`config.mk`:
```
export PLATFORM = sky130hd
export DESIGN_NAME = priority_aging_process_scheduler
export DESIGN_NICKNAME = d
export VERILOG_FILES = /design/src/sv/pas_pkg.sv /design/src/sv/pas_ctrl.sv /design/src/sv/pas_dpath.sv /design/src/sv/priority_aging_process_scheduler.sv
export SDC_FILE = /design/constraint.sdc
export NUM_CORES = 1
export LEC_CHECK = 0
export ABC_CLOCK_PERIOD_IN_PS = 7400
export BUFFER_PORTS_ARGS = -buffer_cell sky130_fd_sc_hd__buf_2
export CAP_MARGIN = 25
export CORE_MARGIN = 2
export CORE_UTILIZATION = 40
export CTS_CLUSTER_DIAMETER = 30
export DETAILED_ROUTE_END_ITERATION = 10
export REMOVE_ABC_BUFFERS = 1
export SETUP_SLACK_MARGIN = 0.5
export SLEW_MARGIN = 30
export SYNTH_ARGS = -nofsm -noshare
export SYNTH_HDL_FRONTEND = slang
export SYNTH_SLANG_ARGS = --single-unit
```
`constraint.sdc`:
```
create_clock -name i_clk -period 7.4 [get_ports i_clk]
set_input_delay 1.11 -clock i_clk [delete_from_list [all_inputs] [get_ports i_clk]]
set_output_delay 1.11 -clock i_clk [all_outputs]
set_load 0.005 [all_outputs]
```
`src/sv/pas_pkg.sv`:
```
`default_nettype none
// ----------------------------------------------------------------------------
// pas_pkg
// Shared types, constants and helpers for the priority aging process
// scheduler.
// ----------------------------------------------------------------------------
package pas_pkg;

    localparam int SLOTS_DEF = 16;
    localparam int PRIO_W    = 16;
    localparam int SLOT_OUT_W = 4;

    localparam logic signed [PRIO_W-1:0] PRIO_MAX      = 16'sh7fff;
    localparam logic signed [PRIO_W-1:0] PRIO_MIN      = 16'sh8000;
    localparam logic signed [PRIO_W-1:0] DEMOTE_CEIL   = 16'sd1000;
    localparam logic signed [PRIO_W-1:0] PRIO_ZERO     = 16'sd0;

    typedef enum logic [2:0] {
        OP_CREATE  = 3'd0,
        OP_TICK    = 3'd1,
        OP_YIELD   = 3'd2,
        OP_FORK    = 3'd3,
        OP_KILL    = 3'd4,
        OP_EXIT    = 3'd5,
        OP_SETPRIO = 3'd6
    } t_op;

    typedef enum logic [3:0] {
        S_IDLE,
        S_KILL,
        S_SCAN,
        S_SCAN_DRAIN,
        S_ALLOC,
        S_SCHED,
        S_AGE,
        S_AGE_DRAIN,
        S_EXEC,
        S_DONE
    } t_state;

    typedef struct packed {
        logic capture;
        logic acc_clr;
        logic rd_en;
        logic age;
        logic alloc;
        logic fork_prio;
        logic sched;
        logic kill;
        logic exit_wr;
        logic prio_wr;
        logic load_out;
    } t_cmd;

    typedef struct packed {
        logic cnt_last;
        logic out_free;
    } t_stat;

    function automatic logic signed [PRIO_W-1:0] sat_inc(
        input logic signed [PRIO_W-1:0] p
    );
        return (p == PRIO_MAX) ? PRIO_MAX : p + 16'sd1;
    endfunction

    function automatic logic signed [PRIO_W-1:0] demote(
        input logic signed [PRIO_W-1:0] low
    );
        logic signed [PRIO_W-1:0] res;
        if (low == DEMOTE_CEIL) begin
            res = PRIO_ZERO;
        end else if (low == PRIO_MIN) begin
            res = PRIO_MIN;
        end else begin
            res = low - 16'sd1;
        end
        return res;
    endfunction

endpackage
`default_nettype wire

```
`src/sv/pas_ctrl.sv`:
```
`default_nettype none
// ----------------------------------------------------------------------------
// pas_ctrl
// Command sequencer: steps each request through kill, table scans, allocation,
// scheduling and aging, or through the exit and set-priority table writes.
// ----------------------------------------------------------------------------
module pas_ctrl
    import pas_pkg::*;
(
    input  wire logic       i_clk,
    input  wire logic       i_rst_n,
    input  wire logic       i_in_valid,
    input  wire logic [2:0] i_opcode,
    input  wire t_stat      i_stat,
    output logic            o_ready,
    output t_cmd            o_cmd
);

    t_state r_state, n_state;
    t_op    r_op, n_op;
    logic   r_alloc_done, n_alloc_done;
    t_op    w_in_op;

    assign w_in_op = t_op'(i_opcode);

    always_ff @(posedge i_clk) begin
        if (!i_rst_n) begin
            r_state      <= S_IDLE;
            r_op         <= OP_TICK;
            r_alloc_done <= 1'b0;
        end else begin
            r_state      <= n_state;
            r_op         <= n_op;
            r_alloc_done <= n_alloc_done;
        end
    end

    always_comb begin
        n_state      = r_state;
        n_op         = r_op;
        n_alloc_done = r_alloc_done;
        unique case (r_state)
            S_IDLE: begin
                if (i_in_valid) begin
                    n_op         = w_in_op;
                    n_alloc_done = 1'b0;
                    unique case (w_in_op)
                        OP_CREATE, OP_TICK, OP_YIELD, OP_FORK: n_state = S_SCAN;
                        OP_KILL:                               n_state = S_KILL;
                        OP_EXIT, OP_SETPRIO:                   n_state = S_EXEC;
                        default:                               n_state = S_DONE;
                    endcase
                end
            end
            S_KILL: n_state = S_SCAN;
            S_SCAN: begin
                if (i_stat.cnt_last) begin
                    n_state = S_SCAN_DRAIN;
                end
            end
            S_SCAN_DRAIN: begin
                if (r_op == OP_CREATE || (r_op == OP_FORK && !r_alloc_done)) begin
                    n_state = S_ALLOC;
                end else begin
                    n_state = S_SCHED;
                end
            end
            S_ALLOC: begin
                n_alloc_done = 1'b1;
                n_state      = (r_op == OP_FORK) ? S_SCAN : S_DONE;
            end
            S_SCHED: n_state = (r_op == OP_YIELD) ? S_AGE : S_DONE;
            S_AGE: begin
                if (i_stat.cnt_last) begin
                    n_state = S_AGE_DRAIN;
                end
            end
            S_AGE_DRAIN: n_state = S_DONE;
            S_EXEC:      n_state = S_DONE;
            S_DONE: begin
                if (i_stat.out_free) begin
                    n_state = S_IDLE;
                end
            end
            default: n_state = S_IDLE;
        endcase
    end

    always_comb begin
        o_ready = 1'b0;
        o_cmd   = '0;
        unique case (r_state)
            S_IDLE: begin
                o_ready       = 1'b1;
                o_cmd.capture = i_in_valid;
                o_cmd.acc_clr = i_in_valid;
            end
            S_KILL: begin
                o_cmd.kill    = 1'b1;
                o_cmd.acc_clr = 1'b1;
            end
            S_SCAN: o_cmd.rd_en = 1'b1;
            S_ALLOC: begin
                o_cmd.alloc     = 1'b1;
                o_cmd.fork_prio = (r_op == OP_FORK);
                o_cmd.acc_clr   = 1'b1;
            end
            S_SCHED: o_cmd.sched = 1'b1;
            S_AGE: begin
                o_cmd.rd_en = 1'b1;
                o_cmd.age   = 1'b1;
            end
            S_EXEC: begin
                o_cmd.exit_wr = (r_op == OP_EXIT);
                o_cmd.prio_wr = (r_op == OP_SETPRIO);
            end
            S_DONE: o_cmd.load_out = i_stat.out_free;
            default: o_cmd = '0;
        endcase
    end

endmodule
`default_nettype wire

```
`src/sv/pas_dpath.sv`:
```
`default_nettype none
// ----------------------------------------------------------------------------
// pas_dpath
// Slot table datapath: valid bits, priority memory with a scan port,
// scan accumulators, running slot and the result register.
// ----------------------------------------------------------------------------
module pas_dpath
    import pas_pkg::*;
#(
    parameter int SLOTS = SLOTS_DEF
) (
    input  wire logic                     i_clk,
    input  wire logic                     i_rst_n,
    input  wire t_cmd                     i_cmd,
    input  wire logic [3:0]               i_target_slot,
    input  wire logic signed [PRIO_W-1:0] i_new_priority,
    input  wire logic                     i_out_stall,
    output t_stat                         o_stat,
    output logic                          o_out_valid,
    output logic [SLOT_OUT_W-1:0]         o_running_slot,
    output logic [SLOT_OUT_W-1:0]         o_allocated_slot,
    output logic                          o_status
);

    localparam int SW = $clog2(SLOTS);

    logic signed [PRIO_W-1:0] r_mem [SLOTS];

    logic [SLOTS-1:0]         r_valid, n_valid;
    logic [SW-1:0]            r_running, n_running;
    logic [SW-1:0]            r_cnt;
    logic                     r_rd_live, r_rd_age, r_rd_vbit;
    logic [SW-1:0]            r_rd_idx;
    logic signed [PRIO_W-1:0] r_rd_data;

    logic [3:0]               r_tgt;
    logic signed [PRIO_W-1:0] r_prio;

    logic                     r_free_found, r_best_found;
    logic [SW-1:0]            r_free_idx, r_pick;
    logic signed [PRIO_W-1:0] r_high, r_low, r_best;

    logic [SW-1:0]            r_alloc;
    logic                     r_status;

    logic                     r_out_valid;
    logic [SLOT_OUT_W-1:0]    r_out_running, r_out_alloc;
    logic                     r_out_status;

    logic                     w_cnt_last, w_acc, w_nonzero, w_tgt_ok;
    logic [SW-1:0]            w_tgt_idx;
    logic                     w_we;
    logic [SW-1:0]            w_waddr;
    logic signed [PRIO_W-1:0] w_wdata;

    assign w_cnt_last = (r_cnt == SW'(SLOTS - 1));
    assign w_acc      = r_rd_live && !r_rd_age;
    assign w_nonzero  = (r_rd_idx != '0);
    assign w_tgt_ok   = (int'(r_tgt) < SLOTS);
    assign w_tgt_idx  = SW'(r_tgt);

    assign o_stat.cnt_last = w_cnt_last;
    assign o_stat.out_free = !r_out_valid || !i_out_stall;

    // table write port
    always_comb begin
        w_we    = 1'b0;
        w_waddr = r_rd_idx;
        w_wdata = sat_inc(r_rd_data);
        priority if (i_cmd.alloc) begin
            w_we    = r_free_found;
            w_waddr = r_free_idx;
            w_wdata = i_cmd.fork_prio ? sat_inc(r_high) : r_prio;
        end else if (i_cmd.sched) begin
            w_we    = (r_running != '0);
            w_waddr = r_running;
            w_wdata = demote(r_low);
        end else if (i_cmd.prio_wr) begin
            w_we    = w_tgt_ok;
            w_waddr = w_tgt_idx;
            w_wdata = r_prio;
        end else if (r_rd_live && r_rd_age) begin
            w_we    = r_rd_vbit && (r_rd_idx != r_running);
        end
    end

    always_ff @(posedge i_clk) begin
        if (w_we) begin
            r_mem[w_waddr] <= w_wdata;
        end
        if (i_cmd.rd_en) begin
            r_rd_data <= r_mem[r_cnt];
        end
    end

    always_comb begin
        n_valid = r_valid;
        if (i_cmd.alloc && r_free_found) begin
            n_valid[r_free_idx] = 1'b1;
        end
        if (i_cmd.kill) begin
            n_valid[r_running] = 1'b0;
        end
        if (i_cmd.exit_wr && w_tgt_ok) begin
            n_valid[w_tgt_idx] = 1'b0;
        end
    end

    always_comb begin
        n_running = r_running;
        if (i_cmd.sched) begin
            if (r_running == '0) begin
                n_running = r_best_found ? r_pick : '0;
            end else begin
                n_running = '0;
            end
        end
    end

    always_ff @(posedge i_clk) begin
        if (!i_rst_n) begin
            r_valid     <= '0;
            r_running   <= '0;
            r_cnt       <= '0;
            r_rd_live   <= 1'b0;
            r_out_valid <= 1'b0;
        end else begin
            r_valid   <= n_valid;
            r_running <= n_running;
            r_rd_live <= i_cmd.rd_en;
            if (i_cmd.rd_en) begin
                r_cnt <= w_cnt_last ? '0 : r_cnt + 1'b1;
            end
            if (i_cmd.load_out) begin
                r_out_valid <= 1'b1;
            end else if (!i_out_stall) begin
                r_out_valid <= 1'b0;
            end
        end
    end

    // scan pipeline and accumulators
    always_ff @(posedge i_clk) begin
        if (i_cmd.rd_en) begin
            r_rd_idx  <= r_cnt;
            r_rd_age  <= i_cmd.age;
            r_rd_vbit <= r_valid[r_cnt];
        end
        if (i_cmd.capture) begin
            r_tgt    <= i_target_slot;
            r_prio   <= i_new_priority;
            r_alloc  <= '0;
            r_status <= 1'b0;
        end
        if (i_cmd.alloc) begin
            if (r_free_found) begin
                r_alloc <= r_free_idx;
            end else begin
                r_status <= 1'b1;
            end
        end
        if (i_cmd.acc_clr) begin
            r_free_found <= 1'b0;
            r_free_idx   <= '0;
            r_best_found <= 1'b0;
            r_pick       <= '0;
            r_best       <= PRIO_ZERO;
            r_high       <= PRIO_ZERO;
            r_low        <= DEMOTE_CEIL;
        end else if (w_acc) begin
            if (!r_free_found && !r_rd_vbit) begin
                r_free_found <= 1'b1;
                r_free_idx   <= r_rd_idx;
            end
            if (r_rd_vbit && (!r_best_found || r_rd_data > r_best)) begin
                r_best_found <= 1'b1;
                r_best       <= r_rd_data;
                r_pick       <= r_rd_idx;
            end
            if (r_rd_vbit && w_nonzero && r_rd_data > r_high) begin
                r_high <= r_rd_data;
            end
            if (r_rd_vbit && w_nonzero && r_rd_data < r_low) begin
                r_low <= r_rd_data;
            end
        end
        if (i_cmd.load_out) begin
            r_out_running <= SLOT_OUT_W'(r_running);
            r_out_alloc   <= SLOT_OUT_W'(r_alloc);
            r_out_status  <= r_status;
        end
    end

    assign o_out_valid      = r_out_valid;
    assign o_running_slot   = r_out_running;
    assign o_allocated_slot = r_out_alloc;
    assign o_status         = r_out_status;

endmodule
`default_nettype wire

```
`src/sv/priority_aging_process_scheduler.sv`:
```
`default_nettype none
// ----------------------------------------------------------------------------
// priority_aging_process_scheduler
// Process slot table with priority scheduling, demotion and aging.
// ----------------------------------------------------------------------------
// One request at a time, one result per request. The priority table is a
// memory with a single read port, so every scan visits one slot per cycle.
// A new request is taken while the previous result still waits in the
// output register.
module priority_aging_process_scheduler
    import pas_pkg::*;
#(
    parameter int SLOTS = SLOTS_DEF
) (
    input  wire logic                     i_clk,
    input  wire logic                     i_rst_n,
    input  wire logic                     i_in_valid,
    output logic                          o_in_stall,
    input  wire logic [2:0]               i_opcode,
    input  wire logic [3:0]               i_target_slot,
    input  wire logic signed [PRIO_W-1:0] i_new_priority,
    output logic                          o_out_valid,
    input  wire logic                     i_out_stall,
    output logic [SLOT_OUT_W-1:0]         o_running_slot,
    output logic [SLOT_OUT_W-1:0]         o_allocated_slot,
    output logic                          o_status
);

    t_cmd  w_cmd;
    t_stat w_stat;
    logic  w_ready;

    assign o_in_stall = !w_ready;

    pas_ctrl u_ctrl (
        .i_clk      (i_clk),
        .i_rst_n    (i_rst_n),
        .i_in_valid (i_in_valid),
        .i_opcode   (i_opcode),
        .i_stat     (w_stat),
        .o_ready    (w_ready),
        .o_cmd      (w_cmd)
    );

    pas_dpath #(
        .SLOTS (SLOTS)
    ) u_dpath (
        .i_clk            (i_clk),
        .i_rst_n          (i_rst_n),
        .i_cmd            (w_cmd),
        .i_target_slot    (i_target_slot),
        .i_new_priority   (i_new_priority),
        .i_out_stall      (i_out_stall),
        .o_stat           (w_stat),
        .o_out_valid      (o_out_valid),
        .o_running_slot   (o_running_slot),
        .o_allocated_slot (o_allocated_slot),
        .o_status         (o_status)
    );

`ifndef SYNTHESIS
    a_busy_after_accept: assert property (@(posedge i_clk) disable iff (!i_rst_n)
        (i_in_valid && !o_in_stall) |=> o_in_stall)
        else $error("request accepted but sequencer stayed idle");

    a_full_no_slot: assert property (@(posedge i_clk) disable iff (!i_rst_n)
        (o_out_valid && o_status) |-> (o_allocated_slot == '0))
        else $error("full table result carries a slot");

    a_load_when_free: assert property (@(posedge i_clk) disable iff (!i_rst_n)
        w_cmd.load_out |-> (!o_out_valid || !i_out_stall))
        else $error("result loaded over a stalled result");
`endif

endmodule
`default_nettype wire

```
# --- Yosys cells after proc, flatten, opt, wreduce, memory -nomap -nowiden ---
# Memory sizes are Yosys's and may differ from the RTL's. A register that Yosys moved wholly into a read port is not among the register bits.
# Index checks and enable logic that the tools add are counted.
totals:
  output_inout_bits: 11
  ram_bits: 256
  in_bits: 27
  memories: 1
  wordCells: 178
  ff_bits: 132
memory_table:
  columns: ["name", "words", "width", "read_ports", "rd_clocked_by_memory_dff", "write_ports", "line", "rtl"]
  rows:
  - ["u_dpath.r_mem", 16, 16, 1, 1, 1, "pas_dpath.sv:27", "logic signed [PRIO_W-1:0] r_mem [SLOTS];"]
classes:
  n_eq_ne: 30
  muxes: 60
  magnitude_cmp: 10
  n_bitwise: 5
  add_sub_neg: 4
  n_reduce_logical: 43
op_table:
  columns: ["cell", "count"]
  rows:
  - ["two-way mux 16 bit", 11]
  - ["two-way mux 4 bit", 15]
  - ["== test 16 bit, second input constant", 3]
  - ["case mux 4 bit (9 select lines)", 1]
  - ["adder 16 x 2 -> 16 bit, second input constant", 2]
  - ["AND 16 bit", 2]
  - ["greater-than comparator 16 bit", 2]
  - ["inverter 16 bit", 2]
  - ["two-way mux 1 bit", 24]
  - ["less-than comparator 4 x 5 -> 1 bit, second input constant", 4]
  - ["== test 16 x 11 -> 1 bit, second input constant", 1]
  - ["== test 4 x 3 -> 1 bit, second input constant", 4]
  - ["less-than comparator 16 bit", 1]
  - ["bitwise OR 16 bit", 1]
  - ["subtractor 16 x 2 -> 16 bit, second input constant", 1]
  - ["== test 3 bit, second input constant", 5]
  - ["logical AND 1 bit", 13]
  - ["demux 1 bit (select 4 bit)", 3]
  - ["== test 3 x 2 -> 1 bit, second input constant", 4]
  - ["== test 4 bit, second input constant", 3]
  - ["greater-or-equal comparator 4 x 1 -> 1 bit, second input constant", 3]
  - ["case mux 4 bit (3 select lines)", 1]
  - ["AND reduction 2 bit", 6]
  - ["== test 4 x 2 -> 1 bit, second input constant", 2]
  - ["18 further kinds", 38]

# --- Depth between registers and ports, before layout ---
logic_depth:
  depth_word: 10
  depth_mapped: 11
  mapped_depth_nobuf: 9

# --- Cells and area by module ---
# Synthesis repeated with hierarchy kept, for this count alone.
hier_totals:
  hier_cells: 1306
  hier_area_um2: 18415.2
modules_own_cells:
  columns: ["mod", "seq_area_each_um2", "area_each_um2", "cells_per_inst", "n_inst"]
  rows:
  - ["pas_dpath", 11000.6, 17767.0, 1220, 1]
  - ["pas_ctrl", 160.2, 644.4, 85, 1]
  - ["priority_aging_process_scheduler", 0.0, 3.8, 1, 1]

# --- Worst setup path after synthesis ---
# Ideal clock, no wire load.
synth_path:
  kind: "register -> register"
  start: "reg u_ctrl.r_state[2]"
  end: "mem u_dpath.r_mem[8][0] (enable)"
  slack_ns: 4.160
  setup_time_ns: 0.409
  path_stages_with_launch: 8
  period_less_slack_ns: 3.240
  t_arrival_ns: 2.831
  n_path_buf: 0
  path_cell_list: "dfxtp_1 > and2b_1 > nand4_4 > mux2_2 > a21oi_4 > a21o_1 > o221ai_2 > nor3_1"
synth_via:
  elab_chain_cells: 7
  elab_cells_between_ends: 14
  cone_classes: "eq/ne: 3; mux: 11"
synth_lines:
  columns: ["item", "line", "rtl"]
  rows:
  - ["start: declaration", "pas_ctrl.sv:19", "t_state r_state, n_state;"]
  - ["start signal: assignment", "pas_ctrl.sv:32", "r_state <= n_state;"]
  - ["== test 4 bit", "pas_ctrl.sv:92", "unique case (r_state)"]
  - ["two-way mux 2 bit", "pas_ctrl.sv:92", null]
  - ["two-way mux 1 bit", "pas_dpath.sv:78", "end else if (i_cmd.prio_wr) begin"]
  - ["two-way mux 1 bit", "pas_dpath.sv:74", "end else if (i_cmd.sched) begin"]
  - ["two-way mux 1 bit", "pas_dpath.sv:70", "priority if (i_cmd.alloc) begin"]
  - ["two-way mux 1 bit", "pas_dpath.sv:88", "if (w_we) begin"]
  - ["two-way mux 1 bit (not written as such)", "pas_dpath.sv:89", "r_mem[w_waddr] <= w_wdata;"]
  - ["end: declaration", "pas_dpath.sv:27", null]
# Parallel ways exist; a longest one is shown, timed or not.

# --- Worst setup path after layout ---
layout_path:
  start: "reg u_ctrl.r_state[0]"
  end: "mem u_dpath.r_mem[12][8] (enable)"
# The elaborated chain is that of the path after synthesis.

==> qor.tcl <==
set qor(cts_resized) 0
set qor(slew_headroom_pct) 30.8
set qor(fin_util_pct) 49.5
set qor(min_period_over_period_pct) 50.2
set qor(grt_use_total_pct) 20.5
set qor(sum_of_negative_setup_slack_ns) 0
set qor(antenna_cells) 0
set qor(globalRoute.totalOverflow) 0
set qor(yosysMostFrequentCell) {edfxtp_1}
set qor(critical_path.most_common_cell) {a21oi_1}
set qor(clk_latency_ns) 0.61
set qor(crit_path_end_kind) {flip-flop}
set qor(hold_violations) 0
set qor(final_setup_skew_ns) 0.0198
set qor(dominantRegCellSynth) {edfxtp_1}
set qor(drv_cap) 0
set qor(syn-mean-instance-area_um2) 13.9
set qor(routed-via-count) 12000
set qor(grt_antenna_before_repair) 0
set qor(numClockSinks) 404
set qor(crit_buf_inv) 1
set qor(critPathTopFamily) {simple AND/OR/NAND/NOR gates}
set qor(remaining_drc_errors) 0
set qor(post-place-cells) 1908
set qor(number_of_flops_mapped_to_enable_cells_by_yosys) 307
set qor(post_synth_most_frequent_cells) {edfxtp_1 (307), dfxtp_1 (97), mux4_2 (85), nand3_1 (69), nor2_1 (69)}
set qor(die_x_um) 218
set qor(ys_types) 79
set qor(synthToLayoutAreaGrowth_pct) 22.2
set qor(drt_pre_antenna_iters) 6
set qor(worst_pin_slew_ns) 1.03
set qor(fp-row-count) 78
set qor(hpwl_mm) 30.5
set qor(die_y_um) 218
set qor(crit_path_max_fanout) 25
set qor(cts_hold_repair.buffers) 0
set qor(layout-drive-gt1-share_pct) 23.6
set qor(grt_max_degree) 66
set qor(slew_viols_final) 0
set qor(highest_clock_frequency_the_design_can_meet_mhz) 269
set qor(vias_in_the_first_global_route) 11900
set qor(critPathSlowestCell) {dfxtp_1}
set qor(synth_seq_cells) 404
set qor(postLayoutCellArea_um2) 22400
set qor(placeableCoreArea_um2) 45300
set qor(synth_cells) 1319
set qor(async_flop_share_pct) 0
set qor(layoutNonFillerInstCount) 2070
set qor(worst-endpoint-required_ns) 7.62
set qor(drt_wl_total_mm) 48.0
set qor(floorplan.initialDensity_pct) 40.5
set qor(clockBufferDepth) 3
set qor(synth_top_area_share_pct) 50.3
set qor(viasPerCell) 5.78
set qor(p_per_area_nw_per_um2) 383
set qor(fin_hold_ws_ns) 0.438
set qor(critical_path_arrival_ns) 3.93
set qor(fill_cells) 3858
set qor(routabilityCongestion) 0.893
set qor(htree_levels) 3
set qor(tritoncts) {done}
set qor(p_leak_nw) 7.55
set qor(grt_setup_unrepaired) {no}
set qor(postCtsSetupRepairBufs) 0
set qor(slowest_delay_ns) 0.85
set qor(route.antenna.remaining_nets) 0
set qor(startpoint_type) {flip-flop}
set qor(dpl_cell_area_um2) 19300
set qor(grt_pass1_wl_mm) 73.0
set qor(post_synth_instance_area_um2) 18300
set qor(design.portCount) 38
set qor(clockRootBuffer) {clkbuf_16}
set qor(die_area_um2) 47600
set qor(clock_transition_at_path_regs_ns) 0.05
set qor(setup_viol_count_final) 0
set qor(synth_top_cell_by_area) {edfxtp_1}
set qor(ys_warn_count) 0
set qor(cts-buffers-inserted) 87
set qor(critical_path_class) {reg2reg}
set qor(routed_wire_length_per_instance_um) 23.2
set qor(critical_path.cell_chain) {nor4b_4 -> buf_4 -> nor2_2 -> a21oi_1 -> a21oi_2 -> a21oi_1 -> or3_4 -> nor3_4}
set qor(ys_seq_area_share_pct) 60.9
set qor(hold_class) {reg2reg}
set qor(final.min_clock_period_ns) 3.71
set qor(power.ir.vdd_worst_mv) 0.216
set qor(nets) 1478
set qor(run_status) {finished, final reports clean}
set qor(port_buffers) 37
set qor(drt-initial-drc-count) 1216
set qor(synthTopCellsByArea) {edfxtp_1 (50%), dfxtp_1 (11%), mux4_2 (10%)}
## sequential cells by signal, indices dropped and copies added, names as in the netlist, 3 cells and up
| name | cells |
|---|---|
| u_ctrl.r_state | 4 |
| u_dpath.r_rd_data | 16 |
| u_dpath.r_mem | 256 |
| u_dpath.r_pick | 4 |
| u_dpath.r_high | 16 |
| u_dpath.r_rd_idx | 4 |
| u_dpath.r_best | 16 |
| u_dpath.r_alloc | 4 |
| u_dpath.o_running_slot | 4 |
| u_dpath.o_allocated_slot | 4 |
| u_dpath.r_free_idx | 4 |
| u_dpath.r_valid | 16 |
| u_dpath.r_cnt | 4 |
| u_dpath.r_running | 4 |
| u_dpath.r_prio | 16 |
| u_dpath.r_tgt | 4 |
| u_ctrl.r_op | 3 |
| u_dpath.r_low | 16 |
## cells in the final DEF (no fill, tap or decap), types with 10 or more instances in the layout
master / Yosys / layout
edfxtp_1: 307 / 307
dfxtp_1: 97 / 95
clkbuf_16: 0 / 89
mux4_2: 85 / 85
nand3_1: 69 / 69
nand2_1: 66 / 66
inv_1: 62 / 62
nor2_1: 69 / 60
ha_1: 52 / 52
a21oi_1: 45 / 41
o31ai_1: 41 / 40
buf_2: 15 / 38
o21ai_0: 37 / 37
xnor2_1: 32 / 32
o221ai_1: 29 / 29
buf_4: 3 / 23
nand4_1: 20 / 20
nor3_1: 24 / 18
clkinv_2: 0 / 16
a21o_1: 15 / 15
bufinv_16: 0 / 15
a31oi_1: 14 / 14
clkbuf_1: 49 / 13
nor2b_1: 12 / 12
mux2i_1: 12 / 11
o22ai_1: 11 / 11
clkinvlp_4: 0 / 11
and3_1: 10 / 10
o211ai_1: 10 / 10
## worst reg2reg max path, delay by kind of cell (launching register included)
family / cells / cell delay [ns]
AND/OR/NAND/NOR: 4 / 1.75
flip-flops: 1 / 0.85
AO/OA/AOI/OAI: 3 / 0.43
buffers and inverters: 1 / 0.29
## layout make-up
cell class	count	area, um2	share of cell area [%]
sequential	404	11200	49.8
multi-input combinational	780	6820	30.4
clock inverter	58	759	3.39
inverter	62	233	1.04
timing repair buffer	64	409	1.83
tap	600	751	3.35
clock buffer	102	2280	10.2
## routing by layer
| metal | routed length (um) | up-vias | global-route usage [%] |
|---|---|---|---|
| met2 | 22500 | 446 | 31.9 |
| met4 | 1440 | 0 | 7.71 |
| met3 | 3190 | 96 | 5.02 |
| met5 | 0 | - | 0 |
| met1 | 20900 | 6055 | 27.7 |
| li1 | - | 5373 | - |
## kinds of logic (layout without fill, tap and decap cells)
group / after synthesis / after routing / share of synthesized area (%)
flops: 404 / 404 / 60.9
simple gates: 333 / 333 / 9.65
compound gates: 261 / 261 / 10.1
buf+inv: 135 / 286 / 2.97
mux: 99 / 99 / 11.2
fa+ha+maj: 52 / 52 / 3.55
xor+xnor: 35 / 35 / 1.67
## worst paths after layout
check | from | end | slack (ns) | cells after the start
worst max-delay path | u_ctrl.r_state[0]$_SDFFE_PN0P_ | u_dpath.r_mem[12][8]$_DFFE_PP_ | 3.69 | 8
worst min-delay path | u_dpath.r_status$_DFF_P_ | u_dpath.o_status$_DFFE_PP_ | 0.44 | 0
worst max register to register | u_ctrl.r_state[0]$_SDFFE_PN0P_ | u_dpath.r_mem[12][8]$_DFFE_PP_ | 3.69 | 8
worst min register to register | u_dpath.r_status$_DFF_P_ | u_dpath.o_status$_DFFE_PP_ | 0.44 | 0
## metrics by stage
stage	setup slack, ns	power (W)
after floorplan	2.23	0.00403
after global placement	3.78	0.00458
after detailed placement	3.70	0.00464
after CTS	3.70	0.00863
after global routing	3.50	0.00892
final	3.69	0.00859
## report_power, final
| part | internal [W] | switching (W) | leakage, nW |
|---|---|---|---|
| Combinational | 0.000603 | 0.000931 | 2.53 |
| Clock | 0.00272 | 0.00125 | 1.45 |
| Sequential | 0.00278 | 0.000308 | 3.56 |
| Total | 0.00610 | 0.00249 | 7.55 |
Power figures use the tool's default switching activity.
